**src/hdl/lss_pkg.sv**
```systemverilog
// Package of the LIFO stack with search: sizes, operation and status codes,
// and the result record. Depends on nothing.
package lss_pkg;

   localparam int DEPTH       = 16;
   localparam int ADDR_W      = (DEPTH > 1) ? $clog2(DEPTH) : 1;
   localparam int LEVEL_W     = $clog2(DEPTH + 1);
   localparam int VALUE_W     = 32;
   localparam int OP_W        = 2;
   localparam int STATUS_W    = 2;
   localparam int LEVEL_OUT_W = 5;
   localparam int LVL_EXT_W   = LEVEL_W + LEVEL_OUT_W;

   typedef enum logic [OP_W-1:0] {
      OP_PUSH   = 2'd0,
      OP_POP    = 2'd1,
      OP_PEEK   = 2'd2,
      OP_SEARCH = 2'd3
   } op_type;

   typedef enum logic [STATUS_W-1:0] {
      STAT_OK    = 2'd0,
      STAT_UNDER = 2'd1,
      STAT_OVER  = 2'd2
   } status_type;

   typedef struct packed {
      logic signed [VALUE_W-1:0] read_value;
      status_type                status;
      logic                      found;
      logic [LEVEL_OUT_W-1:0]    level;
      logic                      is_empty;
      logic                      is_full;
   } res_type;

endpackage

```
**src/hdl/lss_chan_if.sv**
```systemverilog
// Valid/ready channel interfaces for the request and response sides of the
// stack block. Depends on lss_pkg.
interface lss_req_if import lss_pkg::*; ();
   logic                      valid;
   logic                      ready;
   logic [OP_W-1:0]           op;
   logic signed [VALUE_W-1:0] value;

   modport source (output valid, output op, output value, input ready);
   modport sink   (input valid, input op, input value, output ready);
endinterface

interface lss_rsp_if import lss_pkg::*; ();
   logic                      valid;
   logic                      ready;
   logic signed [VALUE_W-1:0] read_value;
   logic [STATUS_W-1:0]       status;
   logic                      found;
   logic [LEVEL_OUT_W-1:0]    level;
   logic                      is_empty;
   logic                      is_full;

   modport source (output valid, output read_value, output status, output found,
                   output level, output is_empty, output is_full, input ready);
   modport sink   (input valid, input read_value, input status, input found,
                   input level, input is_empty, input is_full, output ready);
endinterface

```
**src/hdl/lss_ram.sv**
```systemverilog
// Generic simple dual-port RAM: one write port, one read port with the read
// data registered. Depends on nothing.
module lss_ram #(
   parameter int WIDTH = 32,
   parameter int DEPTH = 16
) (
   input  logic                             clock,
   input  logic                             wr_en,
   input  logic [$clog2(DEPTH > 1 ? DEPTH : 2)-1:0] wr_addr,
   input  logic [WIDTH-1:0]                 wr_data,
   input  logic [$clog2(DEPTH > 1 ? DEPTH : 2)-1:0] rd_addr,
   output logic [WIDTH-1:0]                 rd_data
);

   logic [WIDTH-1:0] mem [DEPTH];

   always_ff @(posedge clock) begin
      if (wr_en) begin
         mem[wr_addr] <= wr_data;
      end
      rd_data <= mem[rd_addr];
   end

endmodule

```
**src/hdl/lifo_stack_with_search.sv**
```systemverilog
// LIFO stack of signed 32-bit words with push, pop, peek and search.
// Depends on lss_pkg, lss_req_if, lss_rsp_if and lss_ram.
//
// Usage: each request on req_chan carries an operation and a value. Every
// request produces exactly one response on rsp_chan with the word read, a
// status code, a found flag, the level after the operation and the empty
// and full flags. Both channels use valid/ready; a transfer happens on a
// rising clock edge with valid and ready both high.
// Sequencing: a push, and a pop or peek on an empty stack, finish in the
// cycle the request is taken and the response goes to the response register
// (or to the hold register while the receiver stalls). A pop or peek of a
// held word reads the top entry and answers from state S_READ. A search reads
// the held entries one per cycle from the bottom and stops at the first match
// or at the top entry. The entry memory has a single read port, and one
// request is in progress at a time.
// Reset (synchronous, active high) empties the stack and drops any pending
// response; the entry memory itself is not cleared.
// A stalled receiver does not block intake: the response register holds the
// waiting response while the next request is taken and worked on, and a
// second finished response parks in a hold register until the first leaves.
module lifo_stack_with_search import lss_pkg::*; (
   input  logic      clock,
   input  logic      reset,
   lss_req_if.sink   req_chan,
   lss_rsp_if.source rsp_chan
);

   // One-hot sequencer states.
   typedef enum logic [3:0] {
      S_IDLE   = 4'b0001,
      S_READ   = 4'b0010,
      S_SEARCH = 4'b0100,
      S_HOLD   = 4'b1000
   } state_type;

   state_type                 state_ff, state_in;
   logic [LEVEL_W-1:0]        level_ff, level_in;
   logic [ADDR_W-1:0]         chk_ff, chk_in;
   logic signed [VALUE_W-1:0] key_ff, key_in;
   res_type                   hold_ff, hold_in;
   res_type                   out_ff, out_in;
   logic                      out_valid_ff, out_valid_in;

   logic                      wr_en;
   logic [ADDR_W-1:0]         wr_addr;
   logic [VALUE_W-1:0]        wr_data;
   logic [ADDR_W-1:0]         rd_addr;
   logic [VALUE_W-1:0]        rd_data;

   logic                      done;
   logic                      slot_free;
   logic                      is_empty_now;
   logic                      is_full_now;
   logic [ADDR_W-1:0]         top_addr;
   logic [LVL_EXT_W-1:0]      lvl_wide;
   res_type                   res;

   // Entry memory: entry i holds the (i+1)-th word from the bottom.
   lss_ram #(
      .WIDTH (VALUE_W),
      .DEPTH (DEPTH)
   ) u_entry_ram (
      .clock   (clock),
      .wr_en   (wr_en),
      .wr_addr (wr_addr),
      .wr_data (wr_data),
      .rd_addr (rd_addr),
      .rd_data (rd_data)
   );

   assign slot_free    = !out_valid_ff || rsp_chan.ready;
   assign is_empty_now = (level_ff == '0);
   assign is_full_now  = (level_ff == LEVEL_W'(DEPTH));
   // Index of the top word; only used when the stack is not empty.
   assign top_addr     = ADDR_W'(level_ff - LEVEL_W'(1));

   always_comb begin
      state_in     = state_ff;
      level_in     = level_ff;
      chk_in       = chk_ff;
      key_in       = key_ff;
      hold_in      = hold_ff;
      out_in       = out_ff;
      out_valid_in = out_valid_ff;
      wr_en        = 1'b0;
      wr_addr      = level_ff[ADDR_W-1:0];
      wr_data      = req_chan.value;
      rd_addr      = ADDR_W'(chk_ff + ADDR_W'(1));
      done         = 1'b0;
      res          = '0;
      res.status   = STAT_OK;

      if (out_valid_ff && rsp_chan.ready) begin
         out_valid_in = 1'b0;
      end

      case (state_ff)
         S_IDLE: begin
            if (req_chan.valid) begin
               key_in = req_chan.value;
               case (op_type'(req_chan.op))
                  OP_PUSH: begin
                     done = 1'b1;
                     if (is_full_now) begin
                        res.status = STAT_OVER;
                     end else begin
                        wr_en    = 1'b1;
                        level_in = level_ff + LEVEL_W'(1);
                     end
                  end
                  OP_POP: begin
                     if (is_empty_now) begin
                        res.status = STAT_UNDER;
                        done       = 1'b1;
                     end else begin
                        rd_addr  = top_addr;
                        level_in = level_ff - LEVEL_W'(1);
                        state_in = S_READ;
                     end
                  end
                  OP_PEEK: begin
                     if (is_empty_now) begin
                        res.status = STAT_UNDER;
                        done       = 1'b1;
                     end else begin
                        rd_addr  = top_addr;
                        state_in = S_READ;
                     end
                  end
                  OP_SEARCH: begin
                     if (is_empty_now) begin
                        done = 1'b1;
                     end else begin
                        // Scan starts at the bottom entry.
                        rd_addr  = '0;
                        chk_in   = '0;
                        state_in = S_SEARCH;
                     end
                  end
                  default: begin
                     done = 1'b1;
                  end
               endcase
            end
         end
         S_READ: begin
            res.read_value = $signed(rd_data);
            done           = 1'b1;
         end
         S_SEARCH: begin
            // rd_data holds entry chk_ff; the next entry is already requested.
            if ($signed(rd_data) == key_ff) begin
               res.found = 1'b1;
               done      = 1'b1;
            end else if (chk_ff == top_addr) begin
               done = 1'b1;
            end else begin
               chk_in = ADDR_W'(chk_ff + ADDR_W'(1));
            end
         end
         S_HOLD: begin
            if (slot_free) begin
               out_in       = hold_ff;
               out_valid_in = 1'b1;
               state_in     = S_IDLE;
            end
         end
         default: begin
            state_in = S_IDLE;
         end
      endcase

      // The level fields always describe the stack after the operation.
      lvl_wide     = LVL_EXT_W'(level_in);
      res.level    = lvl_wide[LEVEL_OUT_W-1:0];
      res.is_empty = (level_in == '0);
      res.is_full  = (level_in == LEVEL_W'(DEPTH));

      if (done) begin
         if (slot_free) begin
            out_in       = res;
            out_valid_in = 1'b1;
            state_in     = S_IDLE;
         end else begin
            hold_in  = res;
            state_in = S_HOLD;
         end
      end
   end

   always_ff @(posedge clock) begin
      if (reset) begin
         state_ff     <= S_IDLE;
         level_ff     <= '0;
         out_valid_ff <= 1'b0;
      end else begin
         state_ff     <= state_in;
         level_ff     <= level_in;
         out_valid_ff <= out_valid_in;
      end
   end

   always_ff @(posedge clock) begin
      chk_ff  <= chk_in;
      key_ff  <= key_in;
      hold_ff <= hold_in;
      out_ff  <= out_in;
   end

   assign req_chan.ready      = (state_ff == S_IDLE);
   assign rsp_chan.valid      = out_valid_ff;
   assign rsp_chan.read_value = out_ff.read_value;
   assign rsp_chan.status     = out_ff.status;
   assign rsp_chan.found      = out_ff.found;
   assign rsp_chan.level      = out_ff.level;
   assign rsp_chan.is_empty   = out_ff.is_empty;
   assign rsp_chan.is_full    = out_ff.is_full;

endmodule

```
**src/flat_wrapper.sv**
```systemverilog
// flat-port wrapper written by rule: the top's interface ports become plain ports
module lifo_stack_with_search_flat import lss_pkg::*;
  (clock, reset, req_chan_valid, req_chan_op, req_chan_value, req_chan_ready, rsp_chan_valid, rsp_chan_read_value, rsp_chan_status, rsp_chan_found, rsp_chan_level, rsp_chan_is_empty, rsp_chan_is_full, rsp_chan_ready);
  lss_req_if req_chan_i ();
  lss_rsp_if rsp_chan_i ();
  input  logic clock;
  input  logic reset;
  input wire logic [$bits(req_chan_i.valid)-1:0] req_chan_valid;
  input wire logic [$bits(req_chan_i.op)-1:0] req_chan_op;
  input wire logic [$bits(req_chan_i.value)-1:0] req_chan_value;
  output wire logic [$bits(req_chan_i.ready)-1:0] req_chan_ready;
  output wire logic [$bits(rsp_chan_i.valid)-1:0] rsp_chan_valid;
  output wire logic [$bits(rsp_chan_i.read_value)-1:0] rsp_chan_read_value;
  output wire logic [$bits(rsp_chan_i.status)-1:0] rsp_chan_status;
  output wire logic [$bits(rsp_chan_i.found)-1:0] rsp_chan_found;
  output wire logic [$bits(rsp_chan_i.level)-1:0] rsp_chan_level;
  output wire logic [$bits(rsp_chan_i.is_empty)-1:0] rsp_chan_is_empty;
  output wire logic [$bits(rsp_chan_i.is_full)-1:0] rsp_chan_is_full;
  input wire logic [$bits(rsp_chan_i.ready)-1:0] rsp_chan_ready;
  assign req_chan_i.valid = req_chan_valid;
  assign req_chan_i.op = req_chan_op;
  assign req_chan_i.value = req_chan_value;
  assign req_chan_ready = req_chan_i.ready;
  assign rsp_chan_valid = rsp_chan_i.valid;
  assign rsp_chan_read_value = rsp_chan_i.read_value;
  assign rsp_chan_status = rsp_chan_i.status;
  assign rsp_chan_found = rsp_chan_i.found;
  assign rsp_chan_level = rsp_chan_i.level;
  assign rsp_chan_is_empty = rsp_chan_i.is_empty;
  assign rsp_chan_is_full = rsp_chan_i.is_full;
  assign rsp_chan_i.ready = rsp_chan_ready;
  lifo_stack_with_search u_core (.clock(clock), .reset(reset), .req_chan(req_chan_i), .rsp_chan(rsp_chan_i));
endmodule
```
**config.mk**
```make
export PLATFORM = sky130hd
export DESIGN_NAME = lifo_stack_with_search_flat
export DESIGN_NICKNAME = d
export VERILOG_FILES = /design/src/hdl/lss_pkg.sv /design/src/hdl/lss_chan_if.sv /design/src/hdl/lss_ram.sv /design/src/hdl/lifo_stack_with_search.sv /design/src/flat_wrapper.sv
export SDC_FILE = /design/constraint.sdc
export NUM_CORES = 1
export LEC_CHECK = 0
export BUFFER_PORTS_ARGS = -buffer_cell sky130_fd_sc_hd__buf_2
export CORE_UTILIZATION = 31
export DETAILED_ROUTE_END_ITERATION = 7
export GPL_ROUTABILITY_DRIVEN = 0
export SLEW_MARGIN = 15
export SYNTH_ARGS = -nofsm -noshare
export SYNTH_HDL_FRONTEND = slang
export SYNTH_SLANG_ARGS = --single-unit
```
**constraint.sdc**
```tcl
create_clock -name clock -period 5.1 [get_ports clock]
set_clock_uncertainty 0.1 [all_clocks]
set_input_delay 1.02 -clock clock [delete_from_list [all_inputs] [get_ports clock]]
set_output_delay 1.02 -clock clock [all_outputs]
set_load 0.02 [all_outputs]
```
Word level (Yosys, flattened, before mapping)
Memory sizes are Yosys's and may differ from the RTL's. A register that Yosys moved wholly into a read port is not among the register bits.
Index checks and enable logic that the tools add are counted.
Word-level totals
  bits in registers: 130
  bits in writable memories: 512
  input port bits: 38
  output and inout port bits: 44
  word-level logic and storage cells: 111
  memories: 1
Operators by class
  $add $sub $neg: 3
  eq/ne operators: 22
  muxes and demuxes: 53
  bitwise logic cells: 1
  reduce and logical (&&, ||, !) cells: 14
Memories
  u_core.u_entry_ram.mem: depth 16, bits a word 32, read ports 1, clocked after Yosys merged registers in 1, write ports 1, RTL line lss_ram.sv:15  | logic [WIDTH-1:0] mem [DEPTH];
Operator list (count)
  42-bit 2-to-1 mux: 4
  4-bit 2-to-1 mux: 15
  32-bit == test: 1
  32-bit 2-to-1 mux: 1
  4-bit one-hot mux with 2 select lines: 3
  5-bit 2-to-1 mux: 4
  1-bit 2-to-1 mux: 18
  4-bit one-hot mux with 3 select lines: 1
  6-bit AND reduction: 2
  5-bit == test (second input constant): 2
  5-bit logical NOT: 2
  5-bit one-hot mux with 2 select lines: 1
  2-bit inequality test (second input constant): 4
  4-bit by 3-bit inequality test with 1-bit output (second input constant): 2
  2-bit 2-to-1 mux: 3
  5-bit by 1-bit adder with 5-bit output (second input constant): 1
  5-bit by 1-bit subtractor with 5-bit output (second input constant): 1
  4-bit by 1-bit adder with 4-bit output (second input constant): 1
  2-bit == test (second input constant): 2
  4-bit by 1-bit == test with 1-bit output (second input constant): 1
  4-bit by 2-bit == test with 1-bit output (second input constant): 1
  4-bit by 3-bit == test with 1-bit output (second input constant): 1
  4-bit == test: 1
  4-bit == test (second input constant): 1
  other kinds (17): 20

Longest topological paths before layout
  word-level depth: 8
  gate-level depth with buffers: 13

By module
Synthesis repeated with hierarchy kept, for this count alone.
Second synthesis, totals
  cell total of the unflattened synthesis: 1307
  area total of the unflattened synthesis: 25614.6 sq um
Modules (own cells, without submodules)
  lss_ram: instances 1, cells each 838, area an instance 19835.3 sq um
  lifo_stack_with_search: instances 1, cells each 469, area an instance 5779.3 sq um

Least setup slack after synthesis
OpenSTA, ideal clock, no wires.
  kind: flip-flop to flip-flop
  start: reg u_core.state_ff[3]
  end: reg u_core.hold_ff[0] in the netlist's numbering (enable)
  library setup time: 0.441 ns
  data arrival time: 4.232 ns
  required time: 4.559 ns
  setup slack: 0.327 ns
  cell stages (with the launch flop): 7
  buffers on the path: 0
  cells stage by stage: dfxtp_1 nor4b_2 nand2_1 inv_1 a21o_1 nor3_1 nor2_1
On the way
  longest elaborated chain between the ends: 3
  elaborated cells between the ends (all ways): 5
  those cells by class: 3 x eq/ne; 1 x mux; 1 x reduce/logical
Ends and longest elaborated chain
  start: declaration: RTL line lifo_stack_with_search.sv:36  | state_type state_ff, state_in;
  start signal: assignment: RTL line lifo_stack_with_search.sv:197  | state_ff <= state_in;
  4-bit by 1-bit == test with 1-bit output
  named net req_chan_ready: RTL line flat_wrapper.sv:11  | output wire logic [$bits(req_chan_i.ready)-1:0] req_chan_ready;
  1-bit one-hot mux with 3 select lines: RTL line lifo_stack_with_search.sv:97  | case (state_ff)
  2-bit AND reduction (no source line)
  end signal: assignment: RTL line lifo_stack_with_search.sv:206  | hold_ff <= hold_in;
  end: declaration: RTL line lifo_stack_with_search.sv:40  | res_type hold_ff, hold_in;
The timed path passes the listed nets, and every way through them passes these cells.
A chain may end at the register's enable or synchronous reset.

Worst setup path in the final report
  start: reg u_core.level_ff[0]
  end: reg u_core.u_entry_ram.rd_data[11] (read register of u_core.u_entry_ram.mem)
On the way
  longest elaborated chain between the ends: 5
  elaborated cells between the ends (all ways): 7
  those cells by class: 1 x add/sub; 5 x mux; 1 x reduce/logical
Ends and longest elaborated chain
  start: declaration: RTL line lifo_stack_with_search.sv:37  | logic [LEVEL_W-1:0] level_ff, level_in;
  start signal: assignment: RTL line lifo_stack_with_search.sv:198  | level_ff <= level_in;
  5-bit by 1-bit subtractor with 5-bit output or 5-bit logical NOT (tied branches): RTL line lifo_stack_with_search.sv:75, lifo_stack_with_search.sv:72
  4-bit 2-to-1 mux (on tied branches): RTL line lifo_stack_with_search.sv:112, lifo_stack_with_search.sv:122, lifo_stack_with_search.sv:131
  4-bit one-hot mux with 2 select lines (*): RTL line lifo_stack_with_search.sv:101  | case (op_type'(req_chan.op))
  4-bit 2-to-1 mux (*): RTL line lifo_stack_with_search.sv:99  | if (req_chan.valid) begin
  4-bit 2-to-1 mux (*): RTL line lifo_stack_with_search.sv:97
  end: declaration: RTL line lss_ram.sv:12  | output logic [WIDTH-1:0] rd_data
Every way passes the cells marked *; elsewhere a longest branch is shown, timed or not.

==> metrics.txt <==
Synth Area in Compound Gates=0.103; hold path endpoint=u_core.rsp_chan.level[4]; unrepaired setup endpoints after global routing=no; top cells by count, synth=590 x edfxtp_1, 318 x nand2_1, 128 x a311oi_1; Clock Tree Buf Depth=3; Max Slew Vio Count=0; Worst R2R Setup Slack=about 0.75 ns; Post-route DRC=0; pwr/cell area=a little under 400 mW/mm²; Mapped Area=~0.027 mm²; Area Overhead vs Synth=14.7%; fmax=~230 MHz; routed wire length=between 60000 and 70000 µm; Post-Layout Cell Count=about 3100; Mapped Avg Cell Area=about 14 µm²; Final min period=4.35 ns; Synth top area share=0.662; status=complete, no violations; ys async rst share=0; Rows=107; #FFs+latches synth=a little under 700; Max IR drop VDD=roughly 0.30 mV; GRT Overall Usage=0.158; port bufs=a little over 80; Seq/Total Area, Yosys=0.725; HP Start=u_core.rsp_chan.level[4]; synth warn=0; Setup TNS=0 ns; global-route wire length before repair=103000 µm; starting density of the core=0.314; Worst-Skew Late Latency=around 0.65 ns; multiplexer area fraction after synthesis=0.0127; Num CTS Buffers=61; WHS Path Cells=1; post-CTS sizing=0; largest family of logic cells by synthesized area=simple AND/OR/NAND/NOR gates; # H-tree levels=2; dpl hpwl=approximately 40000 µm; worst rel slew slack=0.221; CP Launch Type=register; Final Hold Viols=0; CP Data Required Time=about 5.6 ns; clock root cell=clkbuf_16; Setup CP Type=register to register; Die X-Extent=between 200 and 300 µm; pre-CTS setup slack=between 0.6 and 0.7 ns; Via density=5.20; Max Cap Viol=0; number of global-route vias before repair=between 15000 and 20000; layout net count=about 2000; Inst Count DP=roughly 3000; crit share post-route=0.853; WL per Instance=around 22 µm; first-pass iteration count of the detailed router=7; total grt overflow=0; Area after DPL=0.0287 mm²; CTS Hold Bufs=0; top post-synthesis cells by area=edfxtp_1 66%, dfxtp_1 6.3%, nand2_1 4.5%, a311oi_1 4.2%, and3_1 2.8%; post-route ant nets=0; crit-path max FO=between 200 and 250; syn_nets=1906; Die Ht=about 300 µm; Worst Max-Slew Pin Slew=1.17 ns; post-synth top area cell=edfxtp_1; final worst slack=0.748 ns; most frequent cell after synthesis=edfxtp_1; Worst Hold Class=register to register; r2r startpoint=u_core.level_ff[0]; R2R cell count=10; xor-xnor portion of the synthesized cell area=0.0139; CTS tree=done; Post-Syn Instances=roughly 1900; Util after Layout=0.360; # diodes=0; critical path capture point type=register; number of flops mapped to enable cells by yosys=between 500 and 600; Synth Flop Type=edfxtp_1; WP data arrival=around 4.8 ns; final setup vio count=0; clk slew on worst S/H paths=about 0.06 ns; Distinct cells, synth=61; # clock sinks=674; Post-Synth Adder-Cell Area=0.00468; Pleak=between 10 and 15 nW; core box area=around 0.085 mm²; post-route cell area=between 0.03 and 0.04 mm²; largest net degree at the start of global routing=about 210; Crit Reg-Reg Endpoint=u_core.u_entry_ram.rd_data[11]; share of layout cells above drive strength 1=0.155; IO Count=82; post-synthesis simple-gate area fraction=0.114; die area=~0.087 mm²; initial antenna violation count=14; First DRT Iteration DRCs=approximately 1600; Vias=16200; post-CTS setup buffer count=0
area by class of cell:
cell class                 instances  area [µm²]
sequential                       674       19400
timing repair buffer             136         943
clock buffer                      84        1700
tap                             1144        1430
inverter                          17        63.8
multi-input combinational       1033        6840
fill                            8030       54600
clock inverter                    32         318
worst max-delay path by stage:
stage	from	endpoint	slack, ns
after floorplan	u_core.state_ff[3]	u_core.hold_ff[0]	0.33
after global placement	req_chan_op[1]	u_core.u_entry_ram.rd_data[11]	0.76
after detailed placement	req_chan_op[1]	u_core.u_entry_ram.rd_data[14]	0.68
after CTS	u_core.level_ff[0]	u_core.u_entry_ram.rd_data[11]	0.94
after global routing	u_core.level_ff[0]	u_core.u_entry_ram.rd_data[11]	0.70
final	u_core.level_ff[0]	u_core.u_entry_ram.rd_data[11]	0.75
cells in the final DEF, fill, tap and decap left out, types with 30 or more instances in the layout:
master     count
a211oi_1      98
a211oi_2      30
a311oi_1     128
and2_1        33
and3_1       120
buf_2         81
buf_4         45
clkbuf_16     62
dfxtp_1       84
edfxtp_1     590
mux2i_1       34
nand2_1      316
o21ai_0       45
or4_1         32
xnor2_1       35
report_power, final:
| group | switching (W) | total, W | leakage (nW) | internal (W) |
|---|---|---|---|---|
| clock | 0.00200 | 0.00460 | 0.990 | 0.00259 |
| combinational | 0.000691 | 0.00101 | 3.44 | 0.000319 |
| sequential | 0.000137 | 0.00625 | 6.05 | 0.00612 |
| total | 0.00283 | 0.0119 | 10.5 | 0.00903 |
critical path: stages (launching register included):
cell	delay [ns]
dfxtp_1	0.46
inv_1	0.26
ha_1	0.27
or4b_4	0.59
o2111a_2	0.32
or2_4	0.45
nand2_4	0.16
buf_12	0.61
a211oi_1	0.21
a311oi_1	0.41
or4_1	0.17
flip-flops by register name, summed over array words and instances (netlist names), 2 cells and up:
name	flops
u_core.chk_ff	4
u_core.hold_ff	42
u_core.key_ff	32
u_core.level_ff	5
u_core.rsp_chan.level	5
u_core.rsp_chan.read_value	32
u_core.rsp_chan.status	2
u_core.state_ff	4
u_core.u_entry_ram.mem	512
u_core.u_entry_ram.rd_data	32
per-layer routing:
| metal | global-route usage | vias up | wire, µm |
|---|---|---|---|
| met5 | 0 | - | 63 |
| met4 | 0.0461 | 10 | 1580 |
| met3 | 0.0218 | 114 | 4010 |
| met2 | 0.270 | 541 | 34200 |
| met1 | 0.207 | 8243 | 29600 |
| li1 | - | 7319 | - |
logic make-up after synthesis:
family,after synthesis
adders and majority gates,10
buffers and inverters,151
AOI/OAI and AO/OA,339
muxes,34
and+or+nand+nor,609
xor gates and xnor gates,41
DFF,674
metrics by stage:
step,total power (W),hold slack (ns)
2_1_floorplan,0.00693,0.393
3_3_place_gp,0.00736,0.357
3_5_place_dp,0.00738,0.362
4_1_cts,0.0119,0.383
5_1_grt,0.0122,0.396
6_report,0.0119,0.382
Note: power is estimated with default switching activity, not from simulation.
